==> src/hw/rtl/brb_pkg.sv <==
`default_nettype none

package brb_pkg;

  localparam int DEPTH_DEF     = 64;
  localparam int ELEM_BITS_DEF = 8;
  localparam int LANES_DEF     = 8;
  localparam int CAP_RESET     = 64;

  typedef enum logic [1:0] {
    ST_IDLE,
    ST_RUN,
    ST_DRAIN,
    ST_FINISH
  } state_t;

  // sequencer controls toward the slot store
  typedef struct packed {
    logic load;
    logic issue;
    logic is_write;
  } seq_ctl_t;

endpackage

`default_nettype wire

==> src/hw/rtl/brb_lane.sv <==
`default_nettype none

module brb_lane #(
  parameter int ELEM_BITS = brb_pkg::ELEM_BITS_DEF
) (
  input  wire logic                 clk,
  input  wire logic                 load,
  input  wire logic                 is_write,
  input  wire logic [ELEM_BITS-1:0] wdata,
  input  wire logic                 cap_en,
  input  wire logic [ELEM_BITS-1:0] rd_word,
  output logic      [ELEM_BITS-1:0] elem
);

  // holds the element to push, or the popped element (zero if this lane pops nothing)
  always_ff @(posedge clk) begin
    if (load) begin
      elem <= is_write ? wdata : '0;
    end else if (cap_en) begin
      elem <= rd_word;
    end
  end

endmodule

`default_nettype wire

==> src/hw/rtl/brb_store.sv <==
`default_nettype none

module brb_store #(
  parameter int DEPTH     = brb_pkg::DEPTH_DEF,
  parameter int ELEM_BITS = brb_pkg::ELEM_BITS_DEF,
  parameter int LANES     = brb_pkg::LANES_DEF,
  localparam int AW       = $clog2(DEPTH),
  localparam int LIW      = (LANES > 1) ? $clog2(LANES) : 1,
  localparam int DW       = LANES * ELEM_BITS
) (
  input  wire logic              clk,
  input  wire logic              rst,
  input  wire brb_pkg::seq_ctl_t ctl,
  input  wire logic [LIW-1:0]    lane_idx,
  input  wire logic [AW-1:0]     addr,
  input  wire logic [DW-1:0]     wdata,
  output logic      [DW-1:0]     rdata
);

  logic [ELEM_BITS-1:0] mem [DEPTH];
  logic [ELEM_BITS-1:0] rd_q;
  logic                 rd_pend;
  logic [LIW-1:0]       rd_idx;
  logic [ELEM_BITS-1:0] lane_elem [LANES];

  for (genvar i = 0; i < LANES; i++) begin : g_lane
    brb_lane #(
      .ELEM_BITS(ELEM_BITS)
    ) u_lane (
      .clk     (clk),
      .load    (ctl.load),
      .is_write(ctl.is_write),
      .wdata   (wdata[i*ELEM_BITS +: ELEM_BITS]),
      .cap_en  (rd_pend && (rd_idx == LIW'(i))),
      .rd_word (rd_q),
      .elem    (lane_elem[i])
    );
    assign rdata[i*ELEM_BITS +: ELEM_BITS] = lane_elem[i];
  end

  // one element per cycle through the single port
  always_ff @(posedge clk) begin
    if (ctl.issue && ctl.is_write) begin
      mem[addr] <= lane_elem[lane_idx];
    end
  end

  always_ff @(posedge clk) begin
    if (ctl.issue && !ctl.is_write) begin
      rd_q <= mem[addr];
    end
    rd_idx <= lane_idx;
  end

  always_ff @(posedge clk) begin
    if (rst) begin
      rd_pend <= 1'b0;
    end else begin
      rd_pend <= ctl.issue && !ctl.is_write;
    end
  end

endmodule

`default_nettype wire

==> src/hw/rtl/batch_ring_buffer_top.sv <==
`default_nettype none

// Batch ring buffer. Each item on s_* is a push (s_tuser = 1) or a pop (s_tuser = 0) of up to
// LANES elements; all_or_nothing selects whether a request that does not fully fit moves
// nothing or moves what it can. Every item yields one result on m_* with the moved count, the
// popped elements (zero in lanes that popped nothing and on pushes) and the occupancy after
// the request. The slots live in one single-port memory that moves one element per cycle, so
// the input stays closed while an item passes the RUN, DRAIN and FINISH states (only FINISH
// when nothing moves), and FINISH waits while the previous result still waits in the output
// register; the finished result sits in that register while the next item is taken.
// Writing cfg_wdata sets the wrap point (0 acts as 1, above DEPTH acts as DEPTH) and
// empties the buffer; write it only while no item is in progress.
module batch_ring_buffer_top #(
  parameter int DEPTH     = brb_pkg::DEPTH_DEF,
  parameter int ELEM_BITS = brb_pkg::ELEM_BITS_DEF,
  parameter int LANES     = brb_pkg::LANES_DEF,
  localparam int AW       = $clog2(DEPTH),
  localparam int CAPW     = $clog2(DEPTH + 1),
  localparam int BCW      = $clog2(LANES + 1),
  localparam int LIW      = (LANES > 1) ? $clog2(LANES) : 1,
  localparam int DW       = LANES * ELEM_BITS,
  localparam int IN_W     = BCW + 1 + DW,
  localparam int IN_TW    = ((IN_W + 7) / 8) * 8,
  localparam int OUT_W    = BCW + DW + CAPW,
  localparam int OUT_TW   = ((OUT_W + 7) / 8) * 8
) (
  input  wire logic              clk,
  input  wire logic              rst,
  input  wire logic              cfg_we,
  input  wire logic [CAPW-1:0]   cfg_wdata,   // capacity_in_use
  input  wire logic              s_tvalid,
  output logic                   s_tready,
  input  wire logic [IN_TW-1:0]  s_tdata,     // batch_count, all_or_nothing, wdata0..wdataN
  input  wire logic              s_tuser,     // req_type
  output logic                   m_tvalid,
  input  wire logic              m_tready,
  output logic      [OUT_TW-1:0] m_tdata      // moved_count, rdata0..rdataN, occupancy
);

  localparam int MW = (CAPW > BCW) ? CAPW : BCW;
  localparam logic [CAPW-1:0] CAP_RST =
      CAPW'((brb_pkg::CAP_RESET > DEPTH) ? DEPTH : brb_pkg::CAP_RESET);

  brb_pkg::state_t   state, state_next;
  brb_pkg::seq_ctl_t ctl;

  logic [CAPW-1:0] cap;
  logic [AW-1:0]   rp, wp, addr, addr_adv;
  logic [CAPW-1:0] fill, avail, addr_inc;
  logic            req_write;
  logic [BCW-1:0]  n_reg, cnt, want, n_dec;
  logic            fin, last;
  logic [DW-1:0]   rdata;

  logic [BCW-1:0]  in_count;
  logic            in_strict;
  logic [DW-1:0]   in_wdata;

  assign in_count  = s_tdata[BCW-1:0];
  assign in_strict = s_tdata[BCW];
  assign in_wdata  = s_tdata[BCW+1 +: DW];

  // how many elements this request moves
  always_comb begin
    want  = (in_count > BCW'(LANES)) ? BCW'(LANES) : in_count;
    avail = s_tuser ? (cap - fill) : fill;
    if (MW'(want) > MW'(avail)) begin
      n_dec = in_strict ? '0 : avail[BCW-1:0];
    end else begin
      n_dec = want;
    end
  end

  assign addr_inc = CAPW'({1'b0, addr}) + 1'b1;
  assign addr_adv = (addr_inc == cap) ? '0 : addr_inc[AW-1:0];
  assign last     = (BCW'(cnt + 1'b1) == n_reg);

  always_comb begin
    state_next = state;
    unique case (state)
      brb_pkg::ST_IDLE: begin
        if (s_tvalid) begin
          state_next = (n_dec == '0) ? brb_pkg::ST_FINISH : brb_pkg::ST_RUN;
        end
      end
      brb_pkg::ST_RUN: begin
        if (last) begin
          state_next = brb_pkg::ST_DRAIN;
        end
      end
      brb_pkg::ST_DRAIN: state_next = brb_pkg::ST_FINISH;
      brb_pkg::ST_FINISH: begin
        if (!m_tvalid || m_tready) begin
          state_next = brb_pkg::ST_IDLE;
        end
      end
      default: state_next = brb_pkg::ST_IDLE;
    endcase
  end

  always_comb begin
    s_tready     = (state == brb_pkg::ST_IDLE);
    ctl.load     = (state == brb_pkg::ST_IDLE) && s_tvalid;
    ctl.issue    = (state == brb_pkg::ST_RUN);
    ctl.is_write = (state == brb_pkg::ST_IDLE) ? s_tuser : req_write;
    fin          = (state == brb_pkg::ST_FINISH) && (!m_tvalid || m_tready);
  end

  always_ff @(posedge clk) begin
    if (rst) begin
      state    <= brb_pkg::ST_IDLE;
      cap      <= CAP_RST;
      rp       <= '0;
      wp       <= '0;
      fill     <= '0;
      m_tvalid <= 1'b0;
    end else begin
      state <= state_next;
      if (cfg_we) begin
        if (cfg_wdata == '0) begin
          cap <= CAPW'(1);
        end else if (cfg_wdata > CAPW'(DEPTH)) begin
          cap <= CAPW'(DEPTH);
        end else begin
          cap <= cfg_wdata;
        end
        rp   <= '0;
        wp   <= '0;
        fill <= '0;
      end else begin
        if (ctl.load) begin
          fill <= s_tuser ? (fill + CAPW'(n_dec)) : (fill - CAPW'(n_dec));
        end
        // the walking address lands on the new pointer after the last element
        if (ctl.issue && last) begin
          if (req_write) begin
            wp <= addr_adv;
          end else begin
            rp <= addr_adv;
          end
        end
      end
      if (fin) begin
        m_tvalid <= 1'b1;
      end else if (m_tready) begin
        m_tvalid <= 1'b0;
      end
    end
  end

  always_ff @(posedge clk) begin
    if (ctl.load) begin
      n_reg     <= n_dec;
      req_write <= s_tuser;
      cnt       <= '0;
      addr      <= s_tuser ? wp : rp;
    end else if (ctl.issue) begin
      cnt  <= cnt + 1'b1;
      addr <= addr_adv;
    end
    // lanes still hold the pushed elements on a push
    if (fin) begin
      m_tdata <= OUT_TW'({fill, (req_write ? {DW{1'b0}} : rdata), n_reg});
    end
  end

  brb_store #(
    .DEPTH    (DEPTH),
    .ELEM_BITS(ELEM_BITS),
    .LANES    (LANES)
  ) u_store (
    .clk     (clk),
    .rst     (rst),
    .ctl     (ctl),
    .lane_idx(cnt[LIW-1:0]),
    .addr    (addr),
    .wdata   (in_wdata),
    .rdata   (rdata)
  );

endmodule

`default_nettype wire

==> config.mk <==
export PLATFORM = sky130hd
export DESIGN_NAME = batch_ring_buffer_top
export DESIGN_NICKNAME = d
export VERILOG_FILES = /design/src/hw/rtl/brb_pkg.sv /design/src/hw/rtl/brb_lane.sv /design/src/hw/rtl/brb_store.sv /design/src/hw/rtl/batch_ring_buffer_top.sv
export SDC_FILE = /design/constraint.sdc
export NUM_CORES = 1
export LEC_CHECK = 0
export ABC_CLOCK_PERIOD_IN_PS = 10700
export BUFFER_PORTS_ARGS = -buffer_cell sky130_fd_sc_hd__buf_2
export CORE_UTILIZATION = 25
export DETAILED_ROUTE_END_ITERATION = 7
export GPL_TIMING_DRIVEN = 0
export MAX_ROUTING_LAYER = met4
export PLACE_DENSITY_LB_ADDON = 0.15
export SLEW_MARGIN = 20
export SYNTH_ARGS = -nofsm -noshare
export SYNTH_HDL_FRONTEND = slang
export SYNTH_SLANG_ARGS = --single-unit
==> constraint.sdc <==
create_clock -name clk -period 10.7 [get_ports clk]
set_input_delay 0.535 -clock clk [delete_from_list [all_inputs] [get_ports clk]]
set_output_delay 0.535 -clock clk [all_outputs]
set_load 0.01 [all_outputs]
==> results of run 1 <==
==> per-layer routing <==
layer	track usage [%]	up-vias	share of wire [%]
met5	-	-	0
li1	-	7508	-
met4	4.66	0	2.4
met1	22.7	9315	44
met3	2.06	128	4.6
met2	28.1	579	49
==> synth_stat cells, drive strengths merged (3+ instances only) <==
cell,number
or4,9
mux4,69
nand2,50
clkbuf,57
a221oi,46
a21o,69
edfxtp,670
o22ai,37
xor2,11
nor3,4
dfxtp,37
nor2,132
or3,4
nand4,4
o31ai,7
o22a,7
nand2b,11
o221ai,4
a21oi,58
a222oi,3
inv,27
mux2,51
a311oi,3
xnor2,15
buf,59
a22o,9
a22oi,43
mux2i,54
ha,24
o21ai,35
nor2b,79
a211oi,7
a31oi,12
nand3,11
and2,15
nand3b,9
==> power groups by stage <==
stage          Clock (mW)  Combinational (mW)  Sequential (mW)
2_1_floorplan           0                1.88             3.92
6_report             2.71                3.53             3.89
4_1_cts              2.75                3.56             3.89
5_1_grt              2.85                3.71             3.91
3_5_place_dp            0                3.55             3.95
3_3_place_gp            0                3.47             3.96
==> area by class of cell <==
| type | count | area, sq um | share of cell area [%] |
|---|---|---|---|
| repair buffers | 166 | 911 | 2.65 |
| clock buffers | 104 | 2180 | 6.32 |
| multi-input cells | 930 | 7570 | 22.0 |
| well taps | 1512 | 1890 | 5.50 |
| inverters | 27 | 101 | 0.295 |
| plain buffers | 116 | 547 | 1.59 |
| clock inverters | 38 | 347 | 1.01 |
| flip-flops and latches | 707 | 20900 | 60.6 |
==> worst max-delay path by stage <==
stage          startpoint           to  cells after the start
2_1_floorplan    m_tready   m_tdata[0]                      2
3_3_place_gp     m_tready  m_tdata[62]                      3
3_5_place_dp      fill[1]      fill[6]                     21
4_1_cts           fill[1]      fill[6]                     21
5_1_grt           fill[1]      fill[6]                     21
6_report          fill[1]      fill[6]                     21
==> stage by stage <==
stage          setup slack [ps]  power [mW]  hold WS (ps)  instances  instance area, sq um
2_1_floorplan              6090        5.79           353       1780                 29000
3_3_place_gp               4440        7.44           379       3450                 31700
6_report                   5170        10.1           157       3600                 34400
4_1_cts                    5120        10.2           138       3600                 34400
5_1_grt                    4660        10.5           151       3600                 34400
3_5_place_dp               5160        7.50           372       3458                 31900
==> cell families after synthesis <==
family	after synthesis	synth area share, %
simple gates	337	5.82
fa+ha+maj	26	1.17
buf+inv	143	2.20
other cells	1	0.0129
compound gates	362	8.84
xor+xnor	26	0.786
mux	174	9.21
flops	707	72.0
==> critical path: stages, from the launching register on <==
cell and delay, ps:
dfxtp_1 490, inv_1 130, ha_1 290, nor2b_1 250, o21ai_0 160, a211oi_1 490
ha_1 360, nand4_1 80, o21ai_0 130, a21o_1 210, a21oi_2 370, mux2i_1 400
ha_1 290, nor2_1 90, a31oi_1 80, fa_1 450, a21o_1 200, a21oi_1 240
o21ai_0 160, nor4b_1 360, o21ai_0 130, o31ai_1 70
==> metrics.txt, run 1 <==
status finished, violations left; failing checks design-rule violations; part of the power in registers 38.4%; Fmax 181 MHz; global-route wire length before repair 138000 um; crit-path max FO 10; final worst path period share 51.7%; gr usage total 17.2%; Max IR drop VDD 0.000154 V; Num CTS Buffers 80; final wirelength 99400 um; Worst Hold Class in -> reg; GPL Wtd Cong 0.894; crit path launch type register; Register-to-Register Path Depth 21; main flop type after synthesis edfxtp_1; RR Startpoint fill[1]; YS warnings 0; cell taking the most area after synthesis edfxtp_1; Switch Pwr 3.74 mW; sw frac 36.9%; Slew Viols, Final 0; setup bufs post-CTS 0; CTS tree yes; die area 0.117 sq mm; Setup-failing EPs final 0; total grt overflow 0; vias per cell 4.87; Power Density 294 mW/mm^2; Max Root-Sink Buffers 3; fill count 11424; setup_tns 0 ps; Ports 167; leak pwr 11.6 nW; core area 0.115 sq mm; Die W 343 um; Hold Path End u_store.rd_pend; Hold Crit Start rst; register area share after synthesis 72.0%; Unique masters post-synth 74; NumNets Final 2139; Initial Util 25.3%; clk root buf clkbuf_16; min cycle time layout 5530 ps; antenna viol nets, final 0; Worst Path Arrival 6060 ps; drt first pass iters 8; Worst-path clk slew 60 ps; relative slew slack 17.4%; Final Hold Vio Count 0; routed len/inst 27.6 um; max reg flops 512; layout cells sized above 1 22.5%; Reg2Reg Setup Slack 5170 ps; Residual DRC 22; CTS Hold Bufs 0; clock power share 26.7%; Area contributors post-synth edfxtp_1 69%, mux4_2 5.4%, dfxtp_1 2.6%; Setup CP Type reg -> reg; most flop-heavy register u_store.mem; power share of the combinational group 34.8%; RSZ-0062 raised after global routing false; Layout Utilization 30.0%; CTS-repair resized insts 0; number of flops mapped to enable cells by yosys 670; FP Rows 124; commonest non-fill, non-tap cell in the layout edfxtp_1; cell-internal power 6.38 mW; total number of vias 17530; diode count 0; Skew-Pair Late Insertion Delay 640 ps; worst reg2reg path endpoint fill[6]; Clock Skews 23.5 ps; Slew @ Worst Pin 1230 ps; vias in the first global route 17773; DRT iter0 DRCs 1574; Syn Std Cell Area 0.0290 sq mm; required time of the critical path 11230 ps; initial antenna violation count 1; type of element capturing the critical path register; Die Span Y 343 um; Mapped Cells 1776; Yosys top cell area share 69.4%; Synth Register Bits 707; largest net degree at the start of global routing 65; Hold Path Cell Cnt 2; # Max-Cap Violations 0; CTS Sinks 707; FFs w/ async S/R, synth 0%; post-DP HPWL 66700 um; PortBufs 158; Area Overhead vs Synth 18.7%; Largest regs u_store.mem x512, m_tdata x75, u_store.g_lane.u_lane.elem x64; H-tree depth 3; commonest non-fill, non-tap cells in the layout 670 x edfxtp_1, 190 x buf_2, 127 x nor2_1; average size of a mapped cell 16.3 sq um
Note: power is estimated with default switching activity, not from simulation.
==> inputs of run 2 (changes only) <==
--- a/config.mk
+++ b/config.mk
@@ -5,7 +5,7 @@
 export SDC_FILE = /design/constraint.sdc
 export NUM_CORES = 1
 export LEC_CHECK = 0
-export ABC_CLOCK_PERIOD_IN_PS = 10700
+export ABC_CLOCK_PERIOD_IN_PS = 5090
 export BUFFER_PORTS_ARGS = -buffer_cell sky130_fd_sc_hd__buf_2
 export CORE_UTILIZATION = 25
 export DETAILED_ROUTE_END_ITERATION = 7
==> constraint.sdc (replaced) <==
create_clock -name clk -period 5.09 [get_ports clk]
set_input_delay 0.2545 -clock clk [delete_from_list [all_inputs] [get_ports clk]]
set_output_delay 0.2545 -clock clk [all_outputs]
set_load 0.01 [all_outputs]
==> metrics.txt, run 2 (synthesis results as in run 1) <==
status finished, violations left; failing checks design-rule violations; Register-to-Register Path Depth 21 (unchanged); Max Root-Sink Buffers 3 (unchanged); final worst path period share 94.0% (+42 points); Reg2Reg Setup Slack 310 ps (-4870 ps); required time of the critical path 5620 ps (-5610 ps); most frequent CP cell ha_1; initial antenna violation count 1 (unchanged); layout cells sized above 1 22.5% (about the same); Worst-path clk slew 50 ps (about the same); min cycle time layout 4780 ps (-744 ps); total grt overflow 0 (unchanged); Slew Viols, Final 0 (unchanged); Worst Hold Margin 44.2 ps (-113 ps); Die W 343 um (unchanged); Largest regs u_store.mem x512, m_tdata x75, u_store.g_lane.u_lane.elem x64; H-tree depth 3 (unchanged); NumNets Final 2219 (+3.7%); vias per cell 4.85 (-0.31%); PortBufs 158 (unchanged); clk root buf clkbuf_16; largest net degree at the start of global routing 65 (unchanged); final wirelength 100000 um (+0.72%); Hold Path Cell Cnt 4 (+2); fill count 11355 (-0.60%); crit path launch type register; leak pwr 12.0 nW (+3.0%); gr usage total 17.4% (+0.11 points); crit-path max cell delay 440 ps (-50 ps); commonest non-fill, non-tap cell in the layout edfxtp_1; CP max stage cell fa_2; Worst Path Arrival 5320 ps (-740 ps); diode count 0 (unchanged); total number of vias 17864 (+1.9%); global-route wire length before repair 139000 um (+0.82%); Final Instance Area 0.0353 sq mm (+2.5%); drt first pass iters 8 (unchanged); crit-path max FO 5 (-5); most flop-heavy register u_store.mem; Num CTS Buffers 80 (unchanged); Residual DRC 22 (unchanged); max reg flops 512 (unchanged); Clock Skews 21.1 ps (-2.37 ps); Power Density 606 mW/mm^2 (+110%); type of element capturing the critical path register; DP Area 0.0319 sq mm (unchanged); antenna viol nets, final 0 (unchanged); # Max-Cap Violations 0 (unchanged); Skew-Pair Late Insertion Delay 630 ps (about the same); FF/Latch Area 0.0209 sq mm (about the same); Area Overhead vs Synth 21.6%; die area 0.117 sq mm (unchanged); GPL Wtd Cong 0.894 (unchanged); CTS tree yes; FP Rows 124 (unchanged); relative slew slack 15.6% (-1.9 points); Setup CP Type reg -> reg; vias in the first global route 18073 (+1.7%); Slew @ Worst Pin 1260 ps (+28.0 ps); commonest non-fill, non-tap cells in the layout 670 x edfxtp_1, 190 x buf_2, 128 x nor2_1; multi-input logic area 0.00765 sq mm (+0.94%); Final Hold Vio Count 0 (unchanged); routed len/inst 27.2 um (-1.5%); Pwr Total 21.4 mW (+110%); Die Span Y 343 um (unchanged); CP Cell Sequence inv_1 -> ha_1 -> inv_1 -> fa_2 -> mux2i_1 -> ha_1 -> nand4_1 -> o21ai_0 -> a21o_1 -> a21oi_4 -> mux2i_4 -> ha_1 -> nor2_1 -> a31oi_2 -> fa_2 -> a21o_1 -> a21oi_2 -> o21ai_1 -> nor4b_2 -> o21ai_0 -> o31ai_1; DRT iter0 DRCs 1653 (+5.0%); Max IR drop VDD 0.000326 V (+110%); CTS Sinks 707 (unchanged); post-DP HPWL 66700 um (unchanged); Initial Util 25.3% (unchanged); Fmax 209 MHz (+16%); Worst Hold Class in -> reg; Setup-failing EPs final 0 (unchanged); Ports 167 (unchanged); core area 0.115 sq mm (unchanged)
[run 2: changes by cell type in the layout (fill, tap and decap cells not counted), moves of 2 or more]
cell / change
fa_1: -2
a21oi_2: +2
a21oi_1: -2
dfxtp_1: -2
o21ai_1: +2
o21ai_0: -2
dlygate4sd3_1: +73
fa_2: +2
buf_4: +6
[run 2: path summary, 6_finish.rpt]
kind / start / endpoint
worst min register to register: cnt[1] / u_store.rd_idx[1]
worst max-delay path: cap[0] / fill[6]
worst min-delay path: cfg_we / cap[4]
worst max register to register: cap[0] / fill[6]
[run 2: stage by stage]
stage	utilization [%]	std cells	setup TNS (ps)	setup WS, ps
floorplan	-	1780	0	499
global placement	27.6	3450	-66300	-885
detailed placement	27.8	3458	-787	-446
CTS	30.7	3673	0	15.0
global route	30.8	3680	-0.772	-0.772
finish	30.8	3680	0	306
[run 2: power by group]
part | internal (mW) | leakage, nW | total [mW] | switching, mW
logic | 2.20 | 4.32 | 7.50 | 5.30
registers | 7.97 | 6.40 | 8.17 | 0.207
clock network | 3.31 | 1.24 | 5.69 | 2.38
[run 2: worst max-delay path, delay by kind of cell (launching register included)]
kind	cells	cell delay, ps
adders and majority gates	5	1620
AOI/OAI and AO/OA	9	1380
muxes	2	580
and+or+nand+nor	3	530
DFF	1	390
buffers and inverters	2	160
[run 2: final cells by class]
| type | count | share of cell area (%) |
|---|---|---|
| multi-input cells | 931 | 21.7 |
| clock buffers | 104 | 6.17 |
| well taps | 1512 | 5.37 |
| flip-flops and latches | 707 | 59.2 |
| inverters | 27 | 0.287 |
| clock inverters | 38 | 0.983 |
| plain buffers | 116 | 1.55 |
| repair buffers | 245 | 4.78 |
[run 2: timing repair]
item / 4_1_cts / 5_1_grt
endpoints found under the setup margin: 4 / 2
gates cloned: 0 / 1
resized for setup: 7 / 11
endpoints found under the hold margin: 74 / 0
pin swaps: 0 / 5
hold buffers: 73 / 0
setup buffers: 0 / 6
[run 2: per-layer routing]
metal,vias to the layer above,global-route usage (%),wire [um]
met5,-,-,0
met4,0,4.74,2570
met3,144,2.03,5230
met2,652,28.3,48500
met1,9395,22.7,43800
li1,7673,-,-
